<file path="src/sv/cau_pkg.sv">
// ----------------------------------------------------------------------------
// Complex arithmetic unit package
// Shared widths, operation codes, per-cell data types and the clip helper.
// ----------------------------------------------------------------------------
package cau_pkg;

  localparam int WORD_W    = 32;
  localparam int FRAC_W    = 16;
  localparam int PROD_W    = 2 * WORD_W;
  localparam int EXT_W     = PROD_W + 2;
  localparam int QUO_W     = WORD_W + 1;
  localparam int DIV_REM_W = PROD_W;
  localparam int SQ_IN_W   = 2 * QUO_W;
  localparam int SQ_ROOT_W = QUO_W;
  localparam int SQ_REM_W  = QUO_W + 2;
  localparam int STEPS     = QUO_W;
  localparam int FRONT_STAGES = 4;
  localparam int STAGES    = FRONT_STAGES + STEPS + 1 + STEPS + 1;

  typedef enum logic [2:0] {
    OP_ADD    = 3'd0,
    OP_SUB    = 3'd1,
    OP_MUL    = 3'd2,
    OP_DIV    = 3'd3,
    OP_SQRT   = 3'd4,
    OP_SQUARE = 3'd5,
    OP_MAG    = 3'd6,
    OP_NONE   = 3'd7
  } op_t;

  typedef logic signed [WORD_W-1:0] word_t;

  typedef struct packed {
    logic [SQ_REM_W-1:0]  rem;
    logic [SQ_ROOT_W-1:0] root;
    logic [SQ_IN_W-1:0]   n;
  } sq_t;

  typedef struct packed {
    logic [DIV_REM_W-1:0] rem;
    logic [QUO_W-1:0]     bits;
    logic [QUO_W-1:0]     q;
    logic [PROD_W-1:0]    d;
  } div_t;

  typedef struct packed {
    op_t   op;
    word_t x;
    logic  y_neg;
    word_t re;
    word_t im;
    logic  sat;
    logic  dz;
    logic  neg_re;
    logic  neg_im;
    logic  dsat_re;
    logic  dsat_im;
  } side1_t;

  typedef struct packed {
    op_t   op;
    logic  y_neg;
    word_t re;
    word_t im;
    logic  sat;
    logic  dz;
  } side2_t;

  // Clip a wide signed value to the word range; the top bit of the result
  // flags that clipping happened.
  function automatic logic [WORD_W:0] clip_word(input logic signed [EXT_W-1:0] v);
    logic              in_range;
    logic [WORD_W-1:0] w;
    in_range = (&v[EXT_W-1:WORD_W-1]) | ~(|v[EXT_W-1:WORD_W-1]);
    if (in_range) begin
      w = v[WORD_W-1:0];
    end else if (v[EXT_W-1]) begin
      w = {1'b1, {(WORD_W-1){1'b0}}};
    end else begin
      w = {1'b0, {(WORD_W-1){1'b1}}};
    end
    return {~in_range, w};
  endfunction

endpackage

</file>
<file path="src/sv/cau_sqrt_cell.sv">
// ----------------------------------------------------------------------------
// Square-root cell
// One digit-by-digit integer square-root step: takes two radicand bits and
// makes one root bit.
// ----------------------------------------------------------------------------
module cau_sqrt_cell (
  input  logic         clk,
  input  logic         en,
  input  cau_pkg::sq_t cur,
  output cau_pkg::sq_t nxt
);

  logic [cau_pkg::SQ_REM_W+1:0] rem2;
  logic [cau_pkg::SQ_REM_W+1:0] trial;
  logic [cau_pkg::SQ_REM_W+1:0] diff;
  logic                         take;

  always_comb begin
    rem2  = {cur.rem, cur.n[cau_pkg::SQ_IN_W-1 -: 2]};
    trial = (cau_pkg::SQ_REM_W + 2)'({cur.root, 2'b01});
    diff  = rem2 - trial;
    take  = rem2 >= trial;
  end

  always_ff @(posedge clk) begin
    if (en) begin
      nxt.n    <= {cur.n[cau_pkg::SQ_IN_W-3:0], 2'b00};
      nxt.root <= {cur.root[cau_pkg::SQ_ROOT_W-2:0], take};
      nxt.rem  <= take ? diff[cau_pkg::SQ_REM_W-1:0] : rem2[cau_pkg::SQ_REM_W-1:0];
    end
  end

endmodule

</file>
<file path="config.mk">
export PLATFORM = sky130hd
export DESIGN_NAME = cau_sqrt_cell
export DESIGN_NICKNAME = d
export VERILOG_FILES = /design/src/sv/cau_pkg.sv /design/src/sv/cau_sqrt_cell.sv
export SDC_FILE = /design/constraint.sdc
export NUM_CORES = 1
export LEC_CHECK = 0
export ABC_AREA = 0
export ABC_CLOCK_PERIOD_IN_PS = 3100
export BUFFER_PORTS_ARGS = -buffer_cell sky130_fd_sc_hd__buf_2
export CAP_MARGIN = 10
export CORE_MARGIN = 2
export CORE_UTILIZATION = 49
export DETAILED_ROUTE_END_ITERATION = 6
export PLACE_DENSITY_LB_ADDON = 0.08
export REMOVE_ABC_BUFFERS = 1
export SLEW_MARGIN = 30
export SYNTH_ARGS = -nofsm -noshare
export SYNTH_HDL_FRONTEND = slang
export SYNTH_SLANG_ARGS = --single-unit
</file>
<file path="constraint.sdc">
create_clock -name clk -period 3.1 [get_ports clk]
set_clock_uncertainty 0.05 [all_clocks]
set_input_delay 0.155 -clock clk [delete_from_list [all_inputs] [get_ports clk]]
set_output_delay 0.155 -clock clk [all_outputs]
set_load 0.02 [all_outputs]
</file>
==> Implementation_results.wiki, run 1 <==
{| class="wikitable"
! Metric !! Value
|-
| Outcome || finished clean
|-
| Synth Cell Area || 6630 sq um
|-
| Starting Density || 0.500
|-
| Ys async rst share || 0
|-
| Via count of the first global-routing pass || 5618
|-
| Max Cap Violations || 0
|-
| Predominant post-synthesis flop cell || edfxtp_1
|-
| CP most frequent cell || a21o_1
|-
| Area Growth Syn to Fin || 51.4%
|-
| Leakage || 4.61 nW
|-
| Sort of element at the end of the critical path || register
|-
| Fin util || 0.757
|-
| Final HPWL DP || 12.6 mm
|-
| Number of setup buffers added after CTS || 0
|-
| Final period utilization || 0.961
|-
| Slew of the pin with the lowest slew margin || 0.524 ns
|-
| Number of H-tree branching levels || 4
|-
| Clk Tree Root Cell || clkbuf_16
|-
| Class of the tightest hold or removal check || in -> reg
|-
| GR Util All Layers || 0.256
|-
| Number of flip-flops under the largest register name || 132
|-
| Wire length of the first global-routing pass || 28.6 mm
|-
| Post-route cell area || 10000 sq um
|-
| Detailed Routing Iterations Pass 1 || 4
|-
| Sum of overflow across all layers after global routing || 0
|-
| Maximum vdd ir drop || 0.000270 V
|-
| Post-layout nets || 1064
|-
| Ports || 270
|-
| Biggest area consumer among synthesized cells || edfxtp_1
|-
| Buffers added on ports || 267
|-
| Maximum number of pins on one net before global-route repair || 133
|-
| DRT iter0 DRCs || 340
|-
| Power per cell area || 556 nW/um^2
|-
| Clock period minus worst slack || 2.98 ns
|-
| Classification of the worst setup path || in -> reg
|-
| Post-synthesis cell type count || 57
|-
| Most flop-heavy register || nxt
|-
| Number of register bits inferred by synthesis || 132
|-
| Area fraction of the dominant cell type after synthesis || 0.598
|-
| Yosys warning total || 0
|-
| Library cell contributing the largest single delay on the critical path || dlygate4sd3_1
|-
| Critical Path AT || 3.08 ns
|-
| Via/cell ratio || 5.06
|-
| Maximum buffer depth of the clock tree || 2
|-
| Number of CTS-inserted buffers || 17
|-
| DRC viols || 0
|-
| Die Width || 120 um
|-
| Endpoints failing setup || 0
|-
| Number of antenna violations at the first check in global routing || 1
|-
| Antenna-violating nets left || 0
|-
| Cell types occupying the most area after synthesis || edfxtp_1 60%, ha_1 6.6%, mux2_4 5.7%
|-
| Routed WL per cell || 17.3 um
|-
| Vias post-DR || 5481
|-
| Delay of the slowest cell on the worst path || 0.54 ns
|-
| Number of clock sinks || 132
|-
| Top fanout value on the critical path || 12
|-
| Standard-cell rows || 42
|-
| Clock transition at the registers of the reported paths || 0.06 ns
|-
| Biggest registers after layout || nxt: 132 flops
|-
| Routability congestion estimate from global placement || 0.793
|-
| Die Area || 14500 sq um
|-
| Required time at the worst-slack endpoint || 3.20 ns
|-
| CTS tree || done
|-
| Count of final max-slew check failures || 0
|-
| EDFF count, synth || 132
|-
| Hold Fails Final Rpt || 0
|-
| Total length of routed wires || 18.8 mm
|-
| Most frequent cells after synthesis || 132 x edfxtp_1, 41 x inv_1, 35 x ha_1, 30 x a21oi_1, 26 x a21o_1
|-
| Share of final-layout standard cells stronger than drive strength 1 || 0.411
|-
| Maximum frequency from static timing analysis || 0.336 GHz
|-
| Area of placed instances || 8300 sq um
|-
| Gate count after technology mapping || 488
|-
| Series of cell instances along the critical path || dlygate4sd3_1, buf_2, inv_1, ha_1, a21o_1, a21o_1, a21oi_1, nor2b_2, a2111oi_4, o21a_2, o211a_4, buf_12, mux2_4
|-
| Most instantiated library cell after synthesis || edfxtp_1
|-
| Standard cell core area || 13200 sq um
|-
| Sort of element at the start of the critical path || input port
|-
| Avg Cell Area, Syn || 13.6 sq um
|-
| Max-slew headroom at the worst pin || 0.646
|-
| Share of the yosys chip area belonging to registers || 0.598
|-
| Vertical die dimension || 120 um
|}
[per-stage QoR]
| step | hold WS [ns] | instances | total power, W | worst slack (ns) | TNS [ns] |
|---|---|---|---|---|---|
| floorplan | 0.204 | 471 | 0.00306 | -0.471 | -13.55 |
| global placement | 0.282 | 941 | 0.00351 | 0.0652 | 0 |
| detailed placement | 0.283 | 941 | 0.00353 | -0.0298 | -0.0808 |
| CTS | 0.0000382 | 1081 | 0.00558 | 0.00697 | 0 |
| global route | 0.0128 | 1083 | 0.00579 | -0.00903 | -0.0180 |
| finish | 0.0216 | 1083 | 0.00557 | 0.120 | 0 |
[kinds of logic after synthesis]
logic type / synth area share
XOR/XNOR: 0.0436
AND/OR/NAND/NOR: 0.0640
adder cells (fa/ha/maj): 0.0661
buffers and inverters: 0.0432
AO/OA/AOI/OAI: 0.113
flip-flops: 0.598
multiplexers: 0.0714
other: 0.000566
[layer usage]
metal	routed length, um	global-route usage	vias up
li1	-	-	2633
met4	655	0.111	0
met5	0	0	-
met1	7340	0.295	2581
met2	9510	0.448	225
met3	1260	0.0689	42
[worst max-delay path, delay by kind of cell]
kind	cells	cell delay (ns)
simple gates	1	0.27
buf+inv	4	0.85
fa+ha+maj	1	0.31
compound gates	6	1.18
mux	1	0.30
[layout make-up]
class | count | area (sq um)
Tap cell | 176 | 220
Sequential cell | 132 | 3960
Antenna cell | 1 | 2.50
Clock inverter | 12 | 130
Multi-Input combinational cell | 298 | 2430
Clock buffer | 20 | 437
Fill cell | 899 | 3210
Inverter | 41 | 154
Timing Repair Buffer | 403 | 2700
[repair_timing]
| action | CTS | global route |
|---|---|---|
| endpoints found under the setup margin | 0 | 30 |
| gates resized for setup | 0 | 8 |
| hold endpoints to repair | 108 | 0 |
| hold buffers | 108 | 0 |
[final timing paths]
path	from	to	slack, ns	cells past startpoint
min	cur[116]	nxt[118]$_DFFE_PP_	0.02	2
max	cur[78]	nxt[119]$_DFFE_PP_	0.12	13
[layout by cell type (no fill, tap or decap), types with 4 or more instances in the layout]
| master | n |
|---|---|
| buf_2 | 266 |
| edfxtp_1 | 132 |
| dlygate4sd3_1 | 108 |
| inv_1 | 41 |
| ha_1 | 35 |
| a21oi_1 | 29 |
| a21o_1 | 26 |
| nand2_1 | 25 |
| mux2_4 | 25 |
| buf_4 | 24 |
| nor2_1 | 22 |
| xnor2_1 | 19 |
| clkbuf_16 | 17 |
| xor2_1 | 14 |
| o21ai_0 | 12 |
| nand3_1 | 9 |
| nand4_1 | 8 |
| mux2_2 | 6 |
| o221ai_1 | 4 |
| and3_1 | 4 |
[report_power, final]
part | internal (W) | total (W) | switching [W]
Combinational | 0.000643 | 0.00139 | 0.000752
Clock | 0.00118 | 0.00193 | 0.000747
Sequential | 0.00220 | 0.00225 | 0.0000518
Total | 0.00402 | 0.00557 | 0.00155
Note: power is estimated with default switching activity, not from simulation.
==> inputs of run 2 (changes only) <==
Settings changed: GPL_TIMING_DRIVEN set to 0.
==> Implementation_results.wiki, run 2 (synthesized netlist as in run 1, its figures left out) <==
{| class="wikitable"
! Metric !! Value
|-
| Outcome || finished clean (unchanged)
|-
| Number of cells on the worst hold path || 2 (unchanged)
|-
| Maximum number of pins on one net before global-route repair || 87 (was 133)
|-
| Most common cell after layout, fill and taps aside || buf_2 (unchanged)
|-
| Maximum frequency from static timing analysis || 0.333 GHz (was 0.336 GHz)
|-
| Vertical die dimension || 120 um (unchanged)
|-
| Starting Density || 0.500 (unchanged)
|-
| Area of placed instances || 8120 sq um (was 8300 sq um)
|-
| Total power consumption of the routed design || 0.00567 W (was 0.00557 W)
|-
| Vias post-DR || 5361 (was 5481)
|-
| Ports || 270 (unchanged)
|-
| Max Cap Violations || 0 (unchanged)
|-
| Final HPWL DP || 12.5 mm (was 12.6 mm)
|-
| Clock period minus worst slack || 3.00 ns (was 2.98 ns)
|-
| Required time at the worst-slack endpoint || 3.22 ns (was 3.20 ns)
|-
| Leakage || 4.50 nW (was 4.61 nW)
|-
| Top fanout value on the critical path || 8 (was 12)
|-
| Post-layout nets || 1043 (was 1064)
|-
| Classification of the worst setup path || in -> reg (unchanged)
|-
| Count of final max-slew check failures || 0 (unchanged)
|-
| Antenna-violating nets left || 0 (unchanged)
|-
| Fin util || 0.745 (was 0.757)
|-
| Commonest cells after routing, fill and taps aside || 266 x buf_2, 132 x edfxtp_1, 112 x dlygate4sd3_1 (was 266 x buf_2, 132 x edfxtp_1, 108 x dlygate4sd3_1)
|-
| Maximum buffer depth of the clock tree || 2 (unchanged)
|-
| Clk Tree Root Cell || clkbuf_16 (unchanged)
|-
| Number of flip-flops under the largest register name || 132 (unchanged)
|-
| Area Growth Syn to Fin || 48.9% (was 51.4%)
|-
| Pre-CTS setup slack || -0.269 ns (was -0.0298 ns)
|-
| Clock transition at the registers of the reported paths || 0.06 ns (about the same)
|-
| Buffers added on ports || 267 (unchanged)
|-
| Endpoints failing setup || 0 (unchanged)
|-
| Final period utilization || 0.969 (was 0.961)
|-
| Setup repair after global routing missed its margin || yes
|-
| Wire length of the first global-routing pass || 28.1 mm (was 28.6 mm)
|-
| Most flop-heavy register || nxt (unchanged)
|-
| Number of clock sinks || 132 (unchanged)
|-
| Standard cell core area || 13200 sq um (unchanged)
|-
| Post-route cell area || 9870 sq um (was 10000 sq um)
|-
| Sort of element at the end of the critical path || register (unchanged)
|-
| Number of CTS-inserted buffers || 17 (unchanged)
|-
| Launching element of the worst setup path || cur[82] (was cur[78])
|-
| Detailed Routing Iterations Pass 1 || 4 (unchanged)
|-
| Standard-cell rows || 42 (unchanged)
|-
| Number of antenna violations at the first check in global routing || 2 (was 1)
|-
| Class of the tightest hold or removal check || in -> reg (unchanged)
|-
| CTS tree || done (unchanged)
|-
| Hold Fails Final Rpt || 0 (unchanged)
|-
| Final setup TNS || 0 ns (unchanged)
|-
| Sort of element at the start of the critical path || input port (unchanged)
|-
| Via/cell ratio || 5.05 (was 5.06)
|-
| Power per cell area || 574 nW/um^2 (was 556 nW/um^2)
|-
| Endpoint, Worst Hold || nxt[129]$_DFFE_PP_ (was nxt[118]$_DFFE_PP_)
|-
| Share of final-layout standard cells stronger than drive strength 1 || 0.388 (was 0.411)
|-
| DRT iter0 DRCs || 322 (was 340)
|-
| Routed WL per cell || 17.3 um (about the same)
|-
| Slew of the pin with the lowest slew margin || 0.665 ns (was 0.524 ns)
|-
| Die Area || 14500 sq um (unchanged)
|-
| Number of H-tree branching levels || 4 (unchanged)
|-
| Routability congestion estimate from global placement || 0.820 (was 0.793)
|-
| Sum of overflow across all layers after global routing || 0 (unchanged)
|-
| Maximum vdd ir drop || 0.000309 V (was 0.000270 V)
|-
| Critical Path AT || 3.12 ns (was 3.08 ns)
|-
| GR Util All Layers || 0.255 (was 0.256)
|-
| Die Width || 120 um (unchanged)
|-
| DRC viols || 0 (unchanged)
|-
| Via count of the first global-routing pass || 5418 (was 5618)
|-
| Total length of routed wires || 18.4 mm (was 18.8 mm)
|-
| Biggest registers after layout || nxt: 132 flops (unchanged)
|-
| Worst Min Path Start || cur[127] (was cur[116])
|-
| Max-slew headroom at the worst pin || 0.553 (was 0.646)
|-
| Setup slack of the critical path after layout || 0.0954 ns (was 0.120 ns)
|}
[run 2: worst max path at each step]
stage / endpoint / slack, ns
after floorplan: nxt[101]$_DFFE_PP_ / -0.47
final: nxt[127]$_DFFE_PP_ / 0.1
after global placement: nxt[102]$_DFFE_PP_ / -1.26
after global routing: nxt[127]$_DFFE_PP_ / -0.07
after CTS: nxt[102]$_DFFE_PP_ / 0.06
after detailed placement: nxt[102]$_DFFE_PP_ / -0.27
[run 2: through the flow]
step           hold slack (ns)  std cells
6_report                0.0159       1062
2_1_floorplan            0.204        471
3_3_place_gp             0.282        914
4_1_cts               0.000360       1059
5_1_grt                 0.0108       1061
3_5_place_dp             0.284        916
[run 2: what timing repair did]
item / 4_1_cts / 5_1_grt
hold buffers: 112 / 0
resized for setup: 0 / 1
endpoints found under the setup margin: 0 / 22
setup buffers: 0 / 1
endpoints found under the hold margin: 112 / 0
[run 2: cell type report]
| class | count | area, sq um |
|---|---|---|
| Clock buffer | 18 | 429 |
| Fill cell | 906 | 3370 |
| Multi-Input combinational cell | 298 | 2390 |
| Antenna cell | 2 | 5.00 |
| Tap cell | 176 | 220 |
| Timing Repair Buffer | 382 | 2520 |
| Clock inverter | 13 | 181 |
| Inverter | 41 | 154 |
| Sequential cell | 132 | 3960 |
[run 2: report_power, final]
group / internal [W] / switching, W
Sequential: 0.00219 / 0.0000494
Clock: 0.00134 / 0.000757
Combinational: 0.000602 / 0.000728
Total: 0.00413 / 0.00153
[run 2: metal layers]
metal,vias to the layer above,wire (um),global-route usage
li1,2598,-,-
met3,29,1340,0.0722
met2,206,9400,0.458
met5,-,0,0
met4,0,433,0.0988
met1,2528,7210,0.285
[run 2: worst max-delay path: stages]
cell	delay, ns
dlygate4sd3_1	0.54
buf_2	0.13
inv_1	0.04
ha_1	0.42
nand2_1	0.12
nor3_1	0.26
nand2_1	0.08
o221ai_1	0.35
a2bb2oi_1	0.42
a31oi_1	0.18
xnor2_1	0.15
mux2_4	0.26
==> inputs of run 3 (changes only) <==
Settings changed: ABC_AREA 0 to 1, CORE_UTILIZATION 49 to 51.
==> Implementation_results.wiki, run 3 <==
{| class="wikitable"
! Metric !! Value
|-
| Ys async rst share || 0 (unchanged)
|-
| Max Cap Violations || 0 (unchanged)
|-
| CP most frequent cell || nand2_1 (unchanged)
|-
| Buffers added on ports || 267 (unchanged)
|-
| Most frequent cells after synthesis || 259 x nand2_1, 132 x edfxtp_1, 125 x inv_1, 53 x nor2_1, 41 x nand3_2 (was 132 x edfxtp_1, 41 x inv_1, 35 x ha_1, 30 x a21oi_1, 26 x a21o_1)
|-
| Series of cell instances along the critical path || dlygate4sd3_1, buf_2, inv_1, ha_1, nand2_2, inv_1, nand2_1, nand2_1, a21oi_2, nand2_1, nand2_1, nand4_4, nand3_1, nand2_1 (was dlygate4sd3_1, buf_2, inv_1, ha_1, nand2_1, nor3_1, nand2_1, o221ai_1, a2bb2oi_1, a31oi_1, xnor2_1, mux2_4)
|-
| Maximum frequency from static timing analysis || 0.354 GHz (was 0.333 GHz)
|-
| Slew of the pin with the lowest slew margin || 0.678 ns (was 0.665 ns)
|-
| DRC viols || 0 (unchanged)
|-
| Total power consumption of the routed design || 0.00548 W (was 0.00567 W)
|-
| Standard cell core area || 14500 sq um (was 13200 sq um)
|-
| Clock period minus worst slack || 2.83 ns (was 3.00 ns)
|-
| Post-layout nets || 1358 (was 1043)
|-
| GR Util All Layers || 0.287 (was 0.255)
|-
| Maximum number of pins on one net before global-route repair || 92 (was 87)
|-
| Most flop-heavy register || nxt (unchanged)
|-
| Most instantiated library cell after synthesis || nand2_1 (was edfxtp_1)
|-
| Cell types occupying the most area after synthesis || edfxtp_1 53%, nand2_1 13%, inv_1 6.2% (was edfxtp_1 60%, ha_1 6.6%, mux2_4 5.7%)
|-
| Antenna-violating nets left || 0 (unchanged)
|-
| Number of placed cells counting well taps || 1247 (was 916)
|-
| Simple-gate share of the synthesized area || 0.280 (was 0.0640)
|-
| Predominant post-synthesis flop cell || edfxtp_1 (unchanged)
|-
| Maximum vdd ir drop || 0.000372 V (was 0.000309 V)
|-
| Number of cells on the worst hold path || 3 (was 2)
|-
| Power per cell area || 516 nW/um^2 (was 574 nW/um^2)
|-
| Share of the yosys chip area belonging to registers || 0.527 (was 0.598)
|-
| Library cell contributing the largest single delay on the critical path || dlygate4sd3_1 (unchanged)
|-
| Hold Fails Final Rpt || 0 (unchanged)
|-
| Sort of element at the start of the critical path || input port (unchanged)
|-
| Via count of the first global-routing pass || 6675 (was 5418)
|-
| Hold-fix buffer count after cts || 105 (was 112)
|-
| Gate count after technology mapping || 806 (was 488)
|-
| Leakage || 5.21 nW (was 4.50 nW)
|-
| Number of register bits inferred by synthesis || 132 (unchanged)
|-
| Via/cell ratio || 4.96 (was 5.05)
|-
| Share of final-layout standard cells stronger than drive strength 1 || 0.306 (was 0.388)
|-
| Total length of routed wires || 22.5 mm (was 18.4 mm)
|-
| Vertical die dimension || 125 um (was 120 um)
|-
| Number of CTS-inserted buffers || 17 (unchanged)
|-
| Outcome || finished clean (unchanged)
|-
| Multiplexer area fraction after synthesis || 0 (was 0.0714)
|-
| Class of the tightest hold or removal check || in -> reg (unchanged)
|-
| Post-synthesis cell type count || 34 (was 57)
|-
| Endpoints failing setup || 0 (unchanged)
|-
| Biggest registers after layout || nxt: 132 flops (unchanged)
|-
| Vias post-DR || 6855 (was 5361)
|-
| Number of antenna violations at the first check in global routing || 0 (was 2)
|-
| Fillcell total || 1132 (was 906)
|-
| Antenna diode count || 0 (was 2)
|-
| Detailed Routing Iterations Pass 1 || 5 (was 4)
|-
| Commonest cells after routing, fill and taps aside || 266 x buf_2, 259 x nand2_1, 132 x edfxtp_1 (was 266 x buf_2, 132 x edfxtp_1, 112 x dlygate4sd3_1)
|-
| Top fanout value on the critical path || 37 (was 8)
|-
| Maximum buffer depth of the clock tree || 2 (unchanged)
|-
| Final period utilization || 0.912 (was 0.969)
|-
| Most common cell after layout, fill and taps aside || buf_2 (unchanged)
|-
| Setup slack of the critical path after layout || 0.273 ns (was 0.0954 ns)
|-
| Fraction of the mapped netlist area in compound gates || 0.0313 (was 0.113)
|-
| Setup repair after global routing missed its margin || no (was yes)
|-
| Count of final max-slew check failures || 0 (unchanged)
|-
| DRT iter0 DRCs || 406 (was 322)
|-
| Clk Tree Root Cell || clkbuf_16 (unchanged)
|-
| Synth Area in XOR/XNOR || 0.0198 (was 0.0436)
|-
| Final Instance Count excl. Fillers || 1382 (was 1062)
|-
| Final setup TNS || 0 ns (unchanged)
|-
| Final HPWL DP || 15.8 mm (was 12.5 mm)
|-
| Ports || 270 (unchanged)
|-
| Required time at the worst-slack endpoint || 3.21 ns (was 3.22 ns)
|-
| Biggest area consumer among synthesized cells || edfxtp_1 (unchanged)
|-
| Number of clock sinks || 132 (unchanged)
|-
| Yosys warning total || 0 (unchanged)
|-
| Standard-cell rows || 44 (was 42)
|-
| Clock transition at the registers of the reported paths || 0.05 ns (was 0.06 ns)
|-
| Avg Cell Area, Syn || 9.33 sq um (was 13.6 sq um)
|-
| Number of setup buffers added after CTS || 0 (unchanged)
|-
| Sort of element at the end of the critical path || register (unchanged)
|-
| Classification of the worst setup path || in -> reg (unchanged)
|-
| Die Area || 15700 sq um (was 14500 sq um)
|-
| Routability congestion estimate from global placement || 0.962 (was 0.820)
|-
| Delay of the slowest cell on the worst path || 0.54 ns (about the same)
|-
| Pre-CTS setup slack || 0.407 ns (was -0.269 ns)
|-
| Max-slew headroom at the worst pin || 0.547 (was 0.553)
|-
| Main combinational cell family by area after synthesis || simple AND/OR/NAND/NOR gates (was compound AO/OA/AOI/OAI gates)
|-
| Area Growth Syn to Fin || 41.1% (was 48.9%)
|-
| Synth Cell Area || 7520 sq um (was 6630 sq um)
|-
| Starting Density || 0.519 (was 0.500)
|-
| EDFF count, synth || 132 (unchanged)
|-
| Number of flip-flops under the largest register name || 132 (unchanged)
|-
| Die Width || 125 um (was 120 um)
|-
| Worst Min Path Start || cur[107] (was cur[127])
|-
| Adder-cell share of the synthesized area || 0.0583 (was 0.0661)
|-
| CTS tree || done (unchanged)
|-
| Sum of overflow across all layers after global routing || 0 (unchanged)
|-
| Post-cts resize count || 0 (unchanged)
|-
| Area fraction of the dominant cell type after synthesis || 0.527 (was 0.598)
|-
| Wire length of the first global-routing pass || 35.2 mm (was 28.1 mm)
|-
| Critical Path AT || 2.94 ns (was 3.12 ns)
|-
| Endpoint, Worst Hold || nxt[109]$_DFFE_PP_ (was nxt[129]$_DFFE_PP_)
|-
| Routed WL per cell || 16.3 um (was 17.3 um)
|-
| Number of H-tree branching levels || 4 (unchanged)
|}
[run 3: worst max path at each step]
stage | from | to | slack [ns] | cells past startpoint
6_report | cur[83] | nxt[118]$_DFFE_PP_ | 0.27 | 14
5_1_grt | cur[83] | nxt[132]$_DFFE_PP_ | 0.02 | 14
4_1_cts | cur[83] | nxt[118]$_DFFE_PP_ | 0.28 | 14
3_5_place_dp | cur[83] | nxt[133]$_DFFE_PP_ | 0.41 | 13
3_3_place_gp | cur[87] | nxt[118]$_DFFE_PP_ | -0.08 | 11
2_1_floorplan | cur[81] | nxt[118]$_DFFE_PP_ | 0.69 | 10
[run 3: cells by family after synthesis]
group	Yosys count
AND/OR/NAND/NOR	438
buffers and inverters	142
flip-flops	132
AO/OA/AOI/OAI	41
adder cells (fa/ha/maj)	35
XOR/XNOR	17
other	1
[run 3: area by class of cell]
cell class                      instances  area [sq um]  share of cell area
Clock buffer                           17           425              0.0401
Clock inverter                         13           135              0.0127
Inverter                              130           488              0.0460
Multi-Input combinational cell        533          2940               0.277
Sequential cell                       132          3960               0.374
Tap cell                              184           230              0.0217
Timing Repair Buffer                  373          2420               0.229
[run 3: stage by stage]
stage	hold slack, ns	util	area (sq um)
after CTS	0.00150	0.733	10600
after global placement	0.281	0.619	8960
after global routing	0.0144	0.733	10600
after detailed placement	0.283	0.622	9000
final	0.0107	0.733	10600
after floorplan	0.204	-	7390
[run 3: layer usage]
layer	share of wire	up-vias	track usage	wire length (um)
met5	0	-	0	0
met1	0.41	3150	0.352	9190
met2	0.51	270	0.509	11400
li1	-	3402	-	-
met4	0.025	0	0.100	563
met3	0.060	33	0.0548	1350
[run 3: report_power, final]
group          internal (W)  total [W]  leakage, nW  switching, W
clock network       0.00117    0.00194        0.265      0.000767
registers           0.00218    0.00223         1.29     0.0000487
logic              0.000484    0.00131         3.66      0.000826
[run 3: worst max-delay path: cells and delay by family]
kind / cells / cell delay (ns)
simple gates: 8 / 1.40
fa+ha+maj: 1 / 0.38
compound gates: 1 / 0.24
buf+inv: 4 / 0.76
